[src/hdl/tmql_pkg.sv]
`timescale 1ns / 1ps

package tmql_pkg;

    // Log store size; the marker count saturates at min(LOG_DEPTH, 255).
    localparam int LOG_DEPTH = 256;
    localparam int LOG_CAP   = (LOG_DEPTH > 255) ? 255 : LOG_DEPTH;

    localparam int DIST_W  = 24;
    localparam int LEN_W   = 16;
    localparam int COUNT_W = 8;
    localparam int CFG_IDX_W  = 3;
    localparam int CFG_DATA_W = 16;

    // Register indexes on the configuration channel
    localparam logic [CFG_IDX_W-1:0] CFG_SEARCH_MODE   = 3'd0;
    localparam logic [CFG_IDX_W-1:0] CFG_CONFIRM_DIST  = 3'd1;
    localparam logic [CFG_IDX_W-1:0] CFG_WINDOW_SEARCH = 3'd2;
    localparam logic [CFG_IDX_W-1:0] CFG_WINDOW_READ   = 3'd3;
    localparam logic [CFG_IDX_W-1:0] CFG_MIN_SPACING   = 3'd4;

    // Qualifier phases
    localparam logic [1:0] PH_IDLE    = 2'd0;
    localparam logic [1:0] PH_CONFIRM = 2'd1;
    localparam logic [1:0] PH_WINDOW  = 2'd2;

    // Start side codes
    localparam logic [1:0] SIDE_NONE  = 2'd0;
    localparam logic [1:0] SIDE_LEFT  = 2'd1;
    localparam logic [1:0] SIDE_RIGHT = 2'd2;
    localparam logic [1:0] SIDE_BOTH  = 2'd3;

    // Event codes
    localparam logic [1:0] EV_NONE  = 2'd0;
    localparam logic [1:0] EV_LEFT  = 2'd1;
    localparam logic [1:0] EV_RIGHT = 2'd2;
    localparam logic [1:0] EV_CROSS = 2'd3;

    typedef struct packed {
        logic [DIST_W-1:0] center_dist;
        logic [DIST_W-1:0] left_wheel_dist;
        logic [DIST_W-1:0] right_wheel_dist;
        logic              left_seen;
        logic              right_seen;
    } sample_t;

    typedef struct packed {
        logic [1:0]         marker_event;
        logic               log_valid;
        logic [7:0]         log_index;
        logic [DIST_W-1:0]  log_center;
        logic [DIST_W-1:0]  log_left;
        logic [DIST_W-1:0]  log_right;
        logic [COUNT_W-1:0] marker_total;
        logic               log_full;
    } result_t;

    typedef struct packed {
        logic             search_mode;
        logic [LEN_W-1:0] confirm_dist;
        logic [LEN_W-1:0] window_search;
        logic [LEN_W-1:0] window_read;
        logic [LEN_W-1:0] min_spacing;
    } cfg_t;

    typedef struct packed {
        logic [CFG_IDX_W-1:0]  index;
        logic [CFG_DATA_W-1:0] value;
    } cfg_write_t;

    typedef struct packed {
        logic [1:0]         phase;
        logic [1:0]         start_side;
        logic               cross_seen;
        logic [DIST_W-1:0]  base_dist;
        logic [DIST_W-1:0]  latched_left;
        logic [DIST_W-1:0]  latched_right;
        logic [DIST_W-1:0]  last_logged_center;
        logic [COUNT_W-1:0] marker_count;
    } qual_state_t;

endpackage

[src/hdl/tmql_if.sv]
`timescale 1ns / 1ps

interface tmql_sample_if;
    logic              valid;
    logic              ready;
    tmql_pkg::sample_t data;

    modport source (output valid, output data, input ready);
    modport sink   (input valid, input data, output ready);
endinterface

interface tmql_result_if;
    logic              valid;
    logic              ready;
    tmql_pkg::result_t data;

    modport source (output valid, output data, input ready);
    modport sink   (input valid, input data, output ready);
endinterface

interface tmql_cfg_if;
    logic                 valid;
    logic                 ready;
    tmql_pkg::cfg_write_t data;

    modport source (output valid, output data, input ready);
    modport sink   (input valid, input data, output ready);
endinterface

[src/hdl/tmql_step.sv]
`timescale 1ns / 1ps

module tmql_step (
    input  tmql_pkg::qual_state_t state,
    input  tmql_pkg::cfg_t        cfg,
    input  tmql_pkg::sample_t     sample,
    output tmql_pkg::qual_state_t state_next,
    output tmql_pkg::result_t     result
);
    import tmql_pkg::*;

    // True when now - from > lim, taken as a signed difference.
    function automatic logic gone_past(input logic [DIST_W-1:0] now,
                                       input logic [DIST_W-1:0] from,
                                       input logic [LEN_W-1:0]  lim);
        logic [DIST_W:0] diff;
        diff = {1'b0, now} - {1'b0, from};
        return !diff[DIST_W] && (diff[DIST_W-1:0] > {{(DIST_W-LEN_W){1'b0}}, lim});
    endfunction

    logic             confirm_done;
    logic             window_done;
    logic             spacing_ok;
    logic             at_cap;
    logic             cross_now;
    logic             other_seen;
    logic [LEN_W-1:0] window_len;

    assign window_len   = cfg.search_mode ? cfg.window_search : cfg.window_read;
    assign confirm_done = gone_past(sample.center_dist, state.base_dist, cfg.confirm_dist);
    assign window_done  = gone_past(sample.center_dist, state.base_dist, window_len);
    assign spacing_ok   = gone_past(state.base_dist, state.last_logged_center,
                                    cfg.min_spacing);
    assign at_cap       = state.marker_count >= COUNT_W'(LOG_CAP);
    // A right start stays a right marker while the right sensor still sees it
    assign cross_now    = (state.start_side == SIDE_LEFT) ? sample.right_seen
                        : (sample.left_seen & ~sample.right_seen);
    assign other_seen   = (state.start_side == SIDE_LEFT) ? sample.right_seen
                                                          : sample.left_seen;

    always_comb
    begin
        state_next = state;
        result     = '0;

        case (state.phase)
            PH_CONFIRM:
            begin
                if (confirm_done)
                begin
                    if (state.start_side == SIDE_BOTH)
                    begin
                        result.marker_event = (sample.left_seen | sample.right_seen)
                                            ? EV_CROSS : EV_NONE;
                        state_next.phase = PH_IDLE;
                    end
                    else
                    begin
                        if (!cross_now)
                        begin
                            state_next.base_dist     = sample.center_dist;
                            state_next.latched_left  = sample.left_wheel_dist;
                            state_next.latched_right = sample.right_wheel_dist;
                        end
                        state_next.cross_seen = cross_now;
                        state_next.phase      = PH_WINDOW;
                    end
                end
            end
            PH_WINDOW:
            begin
                if (!window_done)
                begin
                    if (other_seen)
                    begin
                        state_next.cross_seen = 1'b1;
                    end
                end
                else
                begin
                    if (state.cross_seen)
                    begin
                        result.marker_event = EV_CROSS;
                    end
                    else
                    begin
                        result.marker_event = (state.start_side == SIDE_LEFT)
                                            ? EV_LEFT : EV_RIGHT;
                        if (cfg.search_mode && spacing_ok)
                        begin
                            if (at_cap)
                            begin
                                result.log_full = 1'b1;
                            end
                            else
                            begin
                                result.log_valid = 1'b1;
                                result.log_index = state.marker_count;
                                result.log_center = state.base_dist;
                                result.log_left   = state.latched_left;
                                result.log_right  = state.latched_right;
                                state_next.marker_count = state.marker_count + COUNT_W'(1);
                                state_next.last_logged_center = state.base_dist;
                            end
                        end
                    end
                    state_next.cross_seen = 1'b0;
                    state_next.phase      = PH_IDLE;
                end
            end
            default:
            begin
                // Idle and the unused code both look for a new marker
                state_next.phase = PH_IDLE;
                if (sample.left_seen || sample.right_seen)
                begin
                    state_next.start_side = (sample.left_seen && sample.right_seen)
                                          ? SIDE_BOTH
                                          : (sample.left_seen ? SIDE_LEFT : SIDE_RIGHT);
                    state_next.base_dist  = sample.center_dist;
                    state_next.cross_seen = 1'b0;
                    state_next.phase      = PH_CONFIRM;
                end
            end
        endcase

        result.marker_total = state_next.marker_count;
    end

endmodule

[src/hdl/track_marker_qualifier_logger_core.sv]
`timescale 1ns / 1ps
// Channel   Role   Payload                                                Transfer when
// -------   ----   ----------------------------------------------------   ---------------
// sample    sink   center/left/right distance, left_seen, right_seen      valid && ready
// result    source event, log entry fields, marker_total, log_full        valid && ready
// cfg       sink   register index (3 bit), write data (16 bit)            valid && ready
//
// One sample per cycle is accepted while result is not stalled; its result
// appears in the result register in the cycle after the transfer. The qualifier
// state and the result register are the only pipeline, so without stalls throughput is one item per clock.
// rst_n clears the qualifier state, the result valid and loads register defaults.
// A stall on result holds the result register and drops sample ready until taken.

module track_marker_qualifier_logger_core (
    input  logic                 clk,
    input  logic                 rst_n,
    tmql_sample_if.sink          sample,
    tmql_result_if.source        result,
    tmql_cfg_if.sink             cfg
);
    import tmql_pkg::*;

    // Configuration registers
    cfg_t        cfg_reg;
    cfg_t        cfg_next;

    // Qualifier state, advanced once per sample transfer
    qual_state_t state_reg;
    qual_state_t state_next;

    // Result register
    logic        out_valid_reg;
    logic        out_valid_next;
    result_t     out_data_reg;
    result_t     step_result;

    logic        sample_xfer;

    // Registers are always writable; the host must write only while the block is quiet; nothing enforces it
    assign cfg.ready = 1'b1;

    always_comb
    begin
        cfg_next = cfg_reg;
        if (cfg.valid)
        begin
            case (cfg.data.index)
                CFG_SEARCH_MODE:   cfg_next.search_mode   = cfg.data.value[0];
                CFG_CONFIRM_DIST:  cfg_next.confirm_dist  = cfg.data.value;
                CFG_WINDOW_SEARCH: cfg_next.window_search = cfg.data.value;
                CFG_WINDOW_READ:   cfg_next.window_read   = cfg.data.value;
                CFG_MIN_SPACING:   cfg_next.min_spacing   = cfg.data.value;
                default:           cfg_next = cfg_reg;
            endcase
        end
    end

    always_ff @(posedge clk or negedge rst_n)
    begin
        if (!rst_n)
        begin
            cfg_reg.search_mode   <= 1'b1;
            cfg_reg.confirm_dist  <= LEN_W'(100);
            cfg_reg.window_search <= LEN_W'(400);
            cfg_reg.window_read   <= LEN_W'(100);
            cfg_reg.min_spacing   <= LEN_W'(330);
        end
        else
        begin
            cfg_reg <= cfg_next;
        end
    end

    // Accept a new sample whenever the result register is empty or being drained
    assign sample.ready = !out_valid_reg || result.ready;
    assign sample_xfer  = sample.valid && sample.ready;

    tmql_step u_step (
        .state      (state_reg),
        .cfg        (cfg_reg),
        .sample     (sample.data),
        .state_next (state_next),
        .result     (step_result)
    );

    always_ff @(posedge clk or negedge rst_n)
    begin
        if (!rst_n)
        begin
            state_reg.phase              <= PH_IDLE;
            state_reg.start_side         <= SIDE_NONE;
            state_reg.cross_seen         <= 1'b0;
            state_reg.base_dist          <= '0;
            state_reg.latched_left       <= '0;
            state_reg.latched_right      <= '0;
            state_reg.last_logged_center <= '0;
            state_reg.marker_count       <= '0;
        end
        else if (sample_xfer)
        begin
            state_reg <= state_next;
        end
    end

    // Load on a sample transfer, drop valid once the result is taken
    always_comb
    begin
        out_valid_next = out_valid_reg;
        if (sample_xfer)
        begin
            out_valid_next = 1'b1;
        end
        else if (result.ready)
        begin
            out_valid_next = 1'b0;
        end
    end

    always_ff @(posedge clk or negedge rst_n)
    begin
        if (!rst_n)
        begin
            out_valid_reg <= 1'b0;
        end
        else
        begin
            out_valid_reg <= out_valid_next;
        end
    end

    always_ff @(posedge clk)
    begin
        if (sample_xfer)
        begin
            out_data_reg <= step_result;
        end
    end

    assign result.valid = out_valid_reg;
    assign result.data  = out_data_reg;

endmodule

[src/flat_wrapper.sv]
// flat-port wrapper written by rule: the top's interface ports become plain ports
module track_marker_qualifier_logger_core_flat import tmql_pkg::*;
  (clk, rst_n, sample_valid, sample_data, sample_ready, result_valid, result_data, result_ready, cfg_valid, cfg_data, cfg_ready);
  tmql_sample_if sample_i ();
  tmql_result_if result_i ();
  tmql_cfg_if cfg_i ();
  input  logic clk;
  input  logic rst_n;
  input wire logic [$bits(sample_i.valid)-1:0] sample_valid;
  input wire logic [$bits(sample_i.data)-1:0] sample_data;
  output wire logic [$bits(sample_i.ready)-1:0] sample_ready;
  output wire logic [$bits(result_i.valid)-1:0] result_valid;
  output wire logic [$bits(result_i.data)-1:0] result_data;
  input wire logic [$bits(result_i.ready)-1:0] result_ready;
  input wire logic [$bits(cfg_i.valid)-1:0] cfg_valid;
  input wire logic [$bits(cfg_i.data)-1:0] cfg_data;
  output wire logic [$bits(cfg_i.ready)-1:0] cfg_ready;
  assign sample_i.valid = sample_valid;
  assign sample_i.data = sample_data;
  assign sample_ready = sample_i.ready;
  assign result_valid = result_i.valid;
  assign result_data = result_i.data;
  assign result_i.ready = result_ready;
  assign cfg_i.valid = cfg_valid;
  assign cfg_i.data = cfg_data;
  assign cfg_ready = cfg_i.ready;
  track_marker_qualifier_logger_core u_core (.clk(clk), .rst_n(rst_n), .sample(sample_i), .result(result_i), .cfg(cfg_i));
endmodule
[config.mk]
export PLATFORM = sky130hd
export DESIGN_NAME = track_marker_qualifier_logger_core_flat
export DESIGN_NICKNAME = d
export VERILOG_FILES = /design/src/hdl/tmql_pkg.sv /design/src/hdl/tmql_if.sv /design/src/hdl/tmql_step.sv /design/src/hdl/track_marker_qualifier_logger_core.sv /design/src/flat_wrapper.sv
export SDC_FILE = /design/constraint.sdc
export NUM_CORES = 1
export LEC_CHECK = 0
export BUFFER_PORTS_ARGS = -buffer_cell sky130_fd_sc_hd__buf_2
export CAP_MARGIN = 30
export CORE_MARGIN = 2
export CORE_UTILIZATION = 48
export CTS_BUF_LIST = sky130_fd_sc_hd__clkbuf_8
export CTS_CLUSTER_DIAMETER = 80
export DETAILED_ROUTE_END_ITERATION = 16
export GPL_TIMING_DRIVEN = 0
export PLACE_DENSITY = 0.7
export SYNTH_ARGS = -nofsm -noshare
export SYNTH_HDL_FRONTEND = slang
export SYNTH_SLANG_ARGS = --single-unit
[constraint.sdc]
create_clock -name clk -period 6.15 [get_ports clk]
set_input_delay 0.3075 -clock clk [delete_from_list [all_inputs] [get_ports clk]]
set_output_delay 0.3075 -clock clk [all_outputs]
set_load 0.01 [all_outputs]
==> flow_summary.yaml, run 1 <==
grt:
  grtUsageTotal_pct: 21.21
  grt_util_met2_pct: 37.61
  met1_usage_pct: 27.67
  antenna_found_initial: 0
  grt_use_met3_pct: 3.165
  overflow: 0
  grt_pass1_vias: 10550
  grt_most_used_layer: "met2"
  grt_max_degree: 114
  grt_pass1_wl_mm: 52.65
route:
  vias_per_cell: 5.295
  firstDrtPassIters: 6
  ant_nets: 0
  drtIter0Drc: 665
  avgRoutedWirePerCell_um: 16.48
  drcViolationCount: 0
  num_vias: 10590
  wirelength_mm: 32.95
worst_setup_path:
  r2r-start: "u_core.state_reg[81]$_DFFE_PN0P_"
  worstPathCellList: "ha_1, nor2b_1, o2111a_1, or2_2, a31oi_1, nor2b_1, o21ai_0, nand2_1, xor2_1, ha_1, a21o_1, a21o_1, a211oi_1, o211ai_1, a2111oi_0, nand4_1, nor4_2, and4bb_4, buf_4, clkbuf_2, and2_1"
  r2r_cells: 21
  worstPathArrival_ns: 5.64
  critPathMaxFanout: 10
  crit_required_ns: 6.45
  worst-path-buf-inv: 2
  critPathTopFamily: "compound AO/OA/AOI/OAI gates"
  path_class: "flip-flop to flip-flop"
  slowest_delay_ns: 0.47
  crit_path_end_kind: "flip-flop"
  worst_setup_path_start_kind: "flip-flop"
  r2r-end: "u_core.result.data[18]$_SDFFCE_PP0P_"
  crit_cells: 21
  startpoint: "u_core.state_reg[81]$_DFFE_PN0P_"
  worst-r2r-setup-slack_ns: 0.81
  slowest_stage: "dfrtp_1"
cts:
  cts_max_level: 2
  cts_sinks: 267
  clock_path_buffers: 3
  insertion_delay_ns: 0.57
  hold_buffers: 61
  cts_root_buf: "clkbuf_8"
  cts_post_setup_buffers_inserted: 0
  cts.clk_slew.worst_paths_ns: 0.06
  cts_resized: 0
  numCtsBuffers: 44
  tritoncts: "yes"
synth:
  muxShareOfSynthArea_pct: 10.02
  synth.net_count: 1477
  ys.flop_type: "dfrtp_1"
  synthDistinctLibCells: 76
  yosys-top-cells-area: "dfrtp_1 (28%), edfxtp_1 (19%), ha_1 (8.7%), mux2_2 (8.3%), and2_1 (4.0%)"
  post_synth_and_or_nand_nor_area_fraction_pct: 12.40
  syn_area_um2: 14190
  synthXorXnorAreaFrac_pct: 2.222
  synth_compound_area_share_pct: 11.70
  synth_warnings: 0
  synth_top_area_share_pct: 28.39
  synth_edf_count: 92
  yosysTopAreaCell: "dfrtp_1"
  seq_area_frac_synth_pct: 50.45
  syn_inst: 1278
  syn_avg_cell_area_um2: 11.10
  synthArstFlopShare_pct: 65.54
  synthAdderAreaFrac_pct: 9.012
  synth_top_family_by_area: "simple AND/OR/NAND/NOR gates"
  yosys_register_bits: 267
sta:
  fin_tns_setup_ns: 0
  worst_slew_pin_slew_ns: 0.7727
  rsz0062_at_grt: "false"
  fin_skew_ns: 0.01928
  drv_slew: 0
  hold_viol: 0
  slew_headroom_pct: 48.49
  finalCritPeriodShare_pct: 86.75
  fin_hold_ws_ns: 0.02818
  fmax_mhz: 187.4
  finalCriticalPeriod_ns: 5.335
  setup_violations: 0
min_path:
  hp-class: "primary input to flip-flop"
  hold_depth: 2
  hold_start: "sample_data[72]"
  hold_end: "u_core.state_reg[102]$_DFFE_PN0P_"
placement:
  gp_congestion: 0.8510
  placed_area_um2: 15730
  dp_cells: 1857
  port-buffer-count: 191
  hpwl_mm: 24.38
cells_and_area:
  utilization_pct: 59.26
  final_cell_area_um2: 17150
  antennaDiodeCount: 0
  drive_gt1_share_pct: 25.06
  stdcell_count: 2000
  largest_register_ff_count: 109
  layout.nets: 1780
  area_growth_pct: 20.84
floorplanning:
  initial_core_util_pct: 49.04
  dieArea_um2: 30950
  die_y_um: 175.9
  std_cell_rows: 62
  ios: 193
  die_w_um: 175.9
  core_um2: 28940
pwr:
  power.density_nw_per_um2: 388.7
  ir_drop_v: 0.0002265
  power_leakage_nw: 8.038
job:
  drv_cap: 0
status:
  outcome: "finished, final reports clean"
[metal layers]
layer | vias up | routed length (um)
met1 | 5058 | 14650
li1 | 5179 | -
met2 | 316 | 15960
met4 | 0 | 408
met3 | 37 | 1937
met5 | - | 0
[area by class of cell]
cell class / count / area [um^2]
fill: 2385 / 11790
sequential: 267 / 7159
multi-input combinational: 870 / 6439
timing repair buffer: 257 / 1682
clock buffer: 46 / 633.1
tap: 384 / 480.5
inverter: 99 / 371.6
buffer: 42 / 221.5
clock inverter: 35 / 160.2
[cell families (layout without fill, tap and decap cells)]
family	after synthesis	in the layout
buffers and inverters	141	479
DFF	267	267
other	1	1
and+or+nand+nor	334	334
xor gates and xnor gates	36	36
AOI/OAI and AO/OA	270	270
adders and majority gates	101	101
muxes	128	128
[cell usage after synthesis, types with 7 or more instances]
cell and count:
a21o_1 25, a21oi_1 77, a31oi_1 13, and2_1 90, and3_1 11, buf_2 7
buf_4 7, clkbuf_1 18, dfrtp_1 161, dfstp_2 14, edfxtp_1 92, ha_1 99
inv_1 98, mux2_2 105, mux2i_1 19, nand2_1 91, nand2b_1 8, nand3_1 38
nand4_1 19, nor2_1 36, nor2b_1 13, nor3_1 8, o211ai_1 8, o21ai_0 66
o21ai_1 26, xnor2_1 25, xor2_1 11
[cells in the final DEF (no fill, tap or decap), drive strengths merged, types with 14 or more instances in the layout]
master	n
ha	99
a21o	25
nand2	91
edfxtp	92
clkbuf	68
nand3	38
o21ai	93
xnor2	25
buf	215
dlygate4sd3	62
mux2i	19
mux2	109
inv	129
a21oi	78
dfstp	14
nor2	36
dfrtp	161
and2	90
nand4	19
[where the power goes]
| part | switching [mW] | total, mW | internal [mW] |
|---|---|---|---|
| Combinational | 1.53 | 2.78 | 1.26 |
| Clock | 0.704 | 1.41 | 0.702 |
| Sequential | 0.256 | 2.48 | 2.22 |
| Total | 2.49 | 6.67 | 4.18 |
[per-stage QoR]
stage | total power, mW | setup slack (ns)
detailed placement | 5.222 | 0.8317
finish | 6.666 | 0.8146
floorplan | 4.498 | 1.433
global placement | 5.108 | 0.8007
global route | 7.183 | 0.4586
CTS | 6.688 | 0.7925
[worst max path at each step]
stage / end / slack, ns
final: u_core.result.data[18]$_SDFFCE_PP0P_ / 0.81
after global routing: u_core.result.data[18]$_SDFFCE_PP0P_ / 0.46
after CTS: u_core.result.data[13]$_SDFFCE_PP0P_ / 0.79
after detailed placement: u_core.result.data[13]$_SDFFCE_PP0P_ / 0.83
after global placement: u_core.result.data[13]$_SDFFCE_PP0P_ / 0.80
after floorplan: u_core.result.data[30]$_SDFFCE_PP0P_ / 1.43
(Power assumes the default switching activity.)
==> run 2: changes to the inputs <==
==> constraint.sdc (replaced) <==
create_clock -name clk -period 6.15 [get_ports clk]
set_input_delay 0.9225 -clock clk [delete_from_list [all_inputs] [get_ports clk]]
set_output_delay 0.9225 -clock clk [all_outputs]
set_load 0.01 [all_outputs]
==> run 2 against run 1 <==
Against the previous run: global-route usage fell by 0.57 points; critical path depth did not move; wire length fell by 2.9%; sequential cell count did not move; sequential share of layout area rose by 1.6 points; combinational power fell by 1%.
==> flow_summary.yaml, run 2 (same netlist as run 1, synthesis figures left out) <==
sta:
  finalCritPeriodShare_pct: 86.78
  hold_viol: 0
  finalCriticalPeriod_ns: 5.337
  worst_slew_pin_slew_ns: 0.7630
  drv_slew: 0
  fin_tns_setup_ns: 0
  rsz0062_at_grt: "false"
  slew_headroom_pct: 49.13
  fin_skew_ns: 0.02225
  fmax_mhz: 187.4
  setup_violations: 0
placement:
  hpwl_mm: 24.38
  placed_area_um2: 15730
  port-buffer-count: 191
  gp_congestion: 0.8510
cts:
  clock_path_buffers: 3
  cts_max_level: 2
  numCtsBuffers: 44
  cts_resized: 0
  hold_buffers: 0
  cts_post_setup_buffers_inserted: 0
  cts.clk_slew.worst_paths_ns: 0.07
  tritoncts: "yes"
  insertion_delay_ns: 0.57
  cts_sinks: 267
  cts_root_buf: "clkbuf_8"
cells_and_area:
  mostFrequentLayoutCells: "buf_2 (198), dfrtp_1 (161), inv_1 (125), mux2_2 (105), ha_1 (99)"
  final_common_cell: "buf_2"
  layout.nets: 1718
  drive_gt1_share_pct: 26.06
  area_growth_pct: 16.46
  largest_register_ff_count: 109
  fillers: 2479
  final_cell_area_um2: 16530
  antennaDiodeCount: 0
grt:
  grtUsageTotal_pct: 20.64
  overflow: 0
  antenna_found_initial: 0
  grt_max_degree: 114
  grt_pass1_wl_mm: 51.18
  grt_pass1_vias: 10160
route:
  drtIter0Drc: 603
  num_vias: 10350
  drcViolationCount: 0
  vias_per_cell: 5.343
  avgRoutedWirePerCell_um: 16.50
  firstDrtPassIters: 5
  ant_nets: 0
  wirelength_mm: 31.98
floorplanning:
  std_cell_rows: 62
  die_y_um: 175.9
  die_w_um: 175.9
  core_um2: 28940
  ios: 193
  initial_core_util_pct: 49.04
  dieArea_um2: 30950
pwr:
  pwr-share-comb_pct: 41.4
  ir_drop_v: 0.0002264
  internal_power_mw: 4.154
  power.density_nw_per_um2: 400.7
  p_sw_share_pct: 37.27
  p_sw_mw: 2.468
  clockPowerShare_pct: 21.2
  p_seq_share_pct: 37.4
  power_leakage_nw: 7.779
status:
  outcome: "finished, final reports clean"
worst_setup_path:
  slowest_stage: "dfrtp_1"
  worst-path-buf-inv: 2
  path_class: "flip-flop to flip-flop"
  worstPathArrival_ns: 5.63
  crit_path_end_kind: "flip-flop"
  critPathMaxFanout: 10
  critPathTopFamily: "compound AO/OA/AOI/OAI gates"
  slowest_delay_ns: 0.47
  r2r-end: "u_core.result.data[13]$_SDFFCE_PP0P_"
  r2r_cells: 21
  r2r-start: "u_core.state_reg[81]$_DFFE_PN0P_"
  worst_setup_path_start_kind: "flip-flop"
  worst-r2r-setup-slack_ns: 0.81
  crit_required_ns: 6.45
  worstPathCellList: "ha_1, nor2b_1, o2111a_1, or2_2, a31oi_1, nor2b_1, o21ai_0, nand2_1, xor2_1, ha_1, a21o_1, a21o_1, a211oi_1, o211ai_1, a2111oi_0, nand4_1, nor4_2, and4bb_4, buf_4, clkbuf_2, and2_1"
min_path:
  hp-class: "primary input to async pin"
job:
  drv_cap: 0
[run 2: cell count changes in the layout (fill, tap and decap cells not counted), sizes merged]
cell / previous run / this run
dlygate4sd3: 62 / 0
[run 2: worst max-delay path by stage]
stage / depth (start not counted) / slack, ns / from / to
global route: 21 / 0.46 / u_core.state_reg[80]$_DFFE_PN0P_ / u_core.result.data[18]$_SDFFCE_PP0P_
floorplan: 21 / 1.43 / u_core.state_reg[81]$_DFFE_PN0P_ / u_core.result.data[30]$_SDFFCE_PP0P_
CTS: 21 / 0.79 / u_core.state_reg[81]$_DFFE_PN0P_ / u_core.result.data[13]$_SDFFCE_PP0P_
global placement: 5 / 0.23 / result_ready / u_core.result.data[13]$_SDFFCE_PP0P_
finish: 21 / 0.81 / u_core.state_reg[81]$_DFFE_PN0P_ / u_core.result.data[13]$_SDFFCE_PP0P_
detailed placement: 21 / 0.83 / u_core.state_reg[81]$_DFFE_PN0P_ / u_core.result.data[13]$_SDFFCE_PP0P_
[run 2: stage by stage]
stage	power [mW]	cells	hold WS, ns	setup slack, ns	utilization, %
detailed placement	5.222	1857	0.4665	0.8317	54.37
CTS	6.658	1938	0.3013	0.7925	57.11
global route	7.148	1938	0.3235	0.4586	57.11
floorplan	4.498	1278	0.4489	1.433	-
finish	6.621	1938	0.2997	0.8129	57.11
global placement	5.108	1853	0.4617	0.2275	54.00
[run 2: worst register-to-register path: stages (launching register included)]
cell	delay, ns
dfrtp_1	0.47
ha_1	0.30
nor2b_1	0.14
o2111a_1	0.24
or2_2	0.30
a31oi_1	0.25
nor2b_1	0.08
o21ai_0	0.16
nand2_1	0.11
xor2_1	0.16
ha_1	0.29
a21o_1	0.16
a21o_1	0.17
a211oi_1	0.25
o211ai_1	0.13
a2111oi_0	0.39
nand4_1	0.21
nor4_2	0.37
and4bb_4	0.31
buf_4	0.18
clkbuf_2	0.19
and2_1	0.22
[run 2: final cells by class]
class | instances | area, um^2 | area share (%)
multi-input cells | 870 | 6439 | 38.96
repair buffers | 195 | 1061 | 6.420
clock inverters | 35 | 160.2 | 0.9691
flip-flops and latches | 267 | 7159 | 43.32
clock buffers | 46 | 633.1 | 3.831
inverters | 99 | 371.6 | 2.249
plain buffers | 42 | 221.5 | 1.340
well taps | 384 | 480.5 | 2.907
[run 2: metal layers]
metal	global-route usage [%]	wire length, um	part of all wire [%]	vias up
met1	27.43	14370	45	4946
met4	4.477	410	1.3	0
met3	3.230	1851	5.8	37
li1	-	-	-	5063
met2	35.86	15360	48	308
met5	0	0	0	-
[run 2: power groups by stage]
stage | Clock (mW) | Sequential, mW | Combinational, mW
4_1_cts | 1.44 | 2.47 | 2.74
3_3_place_gp | 0 | 2.49 | 2.62
5_1_grt | 1.52 | 2.53 | 3.10
2_1_floorplan | 0 | 2.43 | 2.07
3_5_place_dp | 0 | 2.51 | 2.72
6_report | 1.40 | 2.48 | 2.74
==> run 3: changes to the inputs <==
CTS_CLUSTER_SIZE = 12   (was default)
RECOVER_POWER = 50   (was default)
==> run 3 against run 2 <==
Against the previous run: the flow now finishes with violations (capacitance limit, slew limit); register-to-register slack barely moved; count of clock-buffer cells in the layout fell by 17; clock skew rose by 0.016 ns; power fell by 5.8%; wire length fell by 0.62%; setup slack improved by 0.0063 ns; via count fell by 1.5%; sequential cell count did not move; highest routed layer unchanged.
==> flow_summary.yaml, run 3 (same netlist as run 1, synthesis figures left out) <==
grt:
  grtUsageTotal_pct: 20.31
  antenna_found_initial: 0
  grt_max_degree: 114
  overflow: 0
  grt_pass1_wl_mm: 50.62
  grt_pass1_vias: 9974
route:
  num_vias: 10200
  firstDrtPassIters: 5
  drcViolationCount: 0
  ant_nets: 0
  drtIter0Drc: 624
  vias_per_cell: 5.360
  avgRoutedWirePerCell_um: 16.71
  wirelength_mm: 31.79
status:
  outcome: "finished, violations left"
  violations: "capacitance limit, slew limit"
floorplanning:
  core_um2: 28940
  dieArea_um2: 30950
  die_y_um: 175.9
  ios: 193
  initial_core_util_pct: 49.04
  die_w_um: 175.9
  std_cell_rows: 62
sta:
  worst_slew_pin_slew_ns: 3.563
  setup_violations: 0
  finalCritPeriodShare_pct: 86.68
  rsz0062_at_grt: "false"
  fmax_mhz: 187.6
  hold_viol: 0
  finalCriticalPeriod_ns: 5.331
  fin_tns_setup_ns: 0
  worst_slack_ns: 0.8192
  drv_slew: 63
  slew_headroom_pct: -137.5
  fin_skew_ns: 0.03807
worst_setup_path:
  critPathTopFamily: "compound AO/OA/AOI/OAI gates"
  critPathMaxFanout: 10
  worstPathArrival_ns: 5.65
  slowest_stage: "dfrtp_1"
  path_class: "flip-flop to flip-flop"
  worst_setup_path_start_kind: "flip-flop"
  worst-r2r-setup-slack_ns: 0.82
  slowest_delay_ns: 0.48
  worst-path-buf-inv: 2
  worstPathCellList: "ha_1, nor2b_1, o2111a_1, or2_2, a31oi_1, nor2b_1, o21ai_0, nand2_1, xor2_1, ha_1, a21o_1, a21o_1, a211oi_1, o211ai_1, a2111oi_0, nand4_1, nor4_2, and4bb_4, buf_4, clkbuf_2, and2_1"
  crit_required_ns: 6.46
  crit_path_end_kind: "flip-flop"
placement:
  gp_congestion: 0.8510
  post-place-ws_ns: 0.8317
  hpwl_mm: 24.38
  port-buffer-count: 191
cells_and_area:
  mostFrequentLayoutCells: "dfrtp_1 (161), buf_2 (133), inv_1 (113), mux2_2 (105), ha_1 (99)"
  antennaDiodeCount: 0
  final_common_cell: "dfrtp_1"
  area_growth_pct: 13.50
  fillers: 2526
  layout.nets: 1700
  drive_gt1_share_pct: 20.88
  largest_register_ff_count: 109
cts:
  insertion_delay_ns: 0.58
  clock_path_buffers: 3
  hold_buffers: 0
  cts_sinks: 267
  cts_post_setup_buffers_inserted: 0
  cts.clk_slew.worst_paths_ns: 0.09
  cts_max_level: 1
  cts_resized: 0
  tritoncts: "yes"
  numCtsBuffers: 26
  cts_root_buf: "clkbuf_8"
pwr:
  p_sw_mw: 2.367
  clockPowerShare_pct: 16.5
  p_seq_share_pct: 39.6
  p_sw_share_pct: 37.93
  power.density_nw_per_um2: 387.4
  pwr-share-comb_pct: 43.9
  power_leakage_nw: 7.358
  internal_power_mw: 3.873
  ir_drop_v: 0.0002356
job:
  drv_cap: 1
min_path:
  hp-class: "flip-flop to flip-flop"
## run 3: cell count changes in the layout (fill, tap and decap cells not counted), moves of 2 or more
cell	delta
clkinv_2	-2
clkbuf_8	-17
clkbuf_1	+66
buf_2	-65
inv_1	-12
clkinv_1	-2
## run 3: layout make-up
class | count | area, um^2 | area share [%]
flip-flops and latches | 267 | 7159 | 44.45
multi-input cells | 870 | 6439 | 39.98
repair buffers | 195 | 969.7 | 6.021
well taps | 384 | 480.5 | 2.983
clock buffers | 29 | 399.1 | 2.478
inverters | 99 | 371.6 | 2.307
plain buffers | 42 | 220.2 | 1.367
clock inverters | 16 | 66.31 | 0.4117
## run 3: metal layers
| layer | share of wire (%) | wire [um] | vias up | track usage [%] |
|---|---|---|---|---|
| met5 | 0 | 0 | - | 0 |
| met4 | 1.5 | 490 | 0 | 3.650 |
| met3 | 5.3 | 1687 | 30 | 2.498 |
| met2 | 48 | 15120 | 278 | 35.29 |
| met1 | 46 | 14490 | 4884 | 27.75 |
| li1 | - | - | 5003 | - |
## run 3: worst paths after layout
check / from / end / depth (start not counted)
max reg2reg: u_core.state_reg[81]$_DFFE_PN0P_ / u_core.result.data[18]$_SDFFCE_PP0P_ / 21
min reg2reg: u_core.state_reg[70]$_DFFE_PN0P_ / u_core.state_reg[70]$_DFFE_PN0P_ / 1
min: u_core.state_reg[70]$_DFFE_PN0P_ / u_core.state_reg[70]$_DFFE_PN0P_ / 1
max in group asynchronous: rst_n / u_core.cfg_reg[5]$_DFFE_PN0P_ / 1
max: u_core.state_reg[81]$_DFFE_PN0P_ / u_core.result.data[18]$_SDFFCE_PP0P_ / 21
min in group asynchronous: rst_n / u_core.result.valid$_DFFE_PN0P_ / 1
## run 3: power groups by stage
stage	Sequential [mW]	Combinational, mW	Clock, mW
5_1_grt	2.52	3.09	1.13
3_5_place_dp	2.51	2.72	0
2_1_floorplan	2.43	2.07	0
6_report	2.47	2.74	1.03
4_1_cts	2.47	2.74	1.06
3_3_place_gp	2.49	2.62	0
## run 3: through the flow
| stage | hold slack (ns) | instance area, um^2 | power [mW] | cells | util, % |
|---|---|---|---|---|---|
| final | 0.4890 | 16110 | 6.240 | 1902 | 55.66 |
| after global routing | 0.5090 | 16110 | 6.743 | 1902 | 55.66 |
| after CTS | 0.2724 | 16200 | 6.267 | 1902 | 55.98 |
| after detailed placement | 0.4665 | 15730 | 5.222 | 1857 | 54.37 |
| after global placement | 0.4617 | 15630 | 5.108 | 1853 | 54.00 |
| after floorplan | 0.4489 | 14190 | 4.498 | 1278 | - |
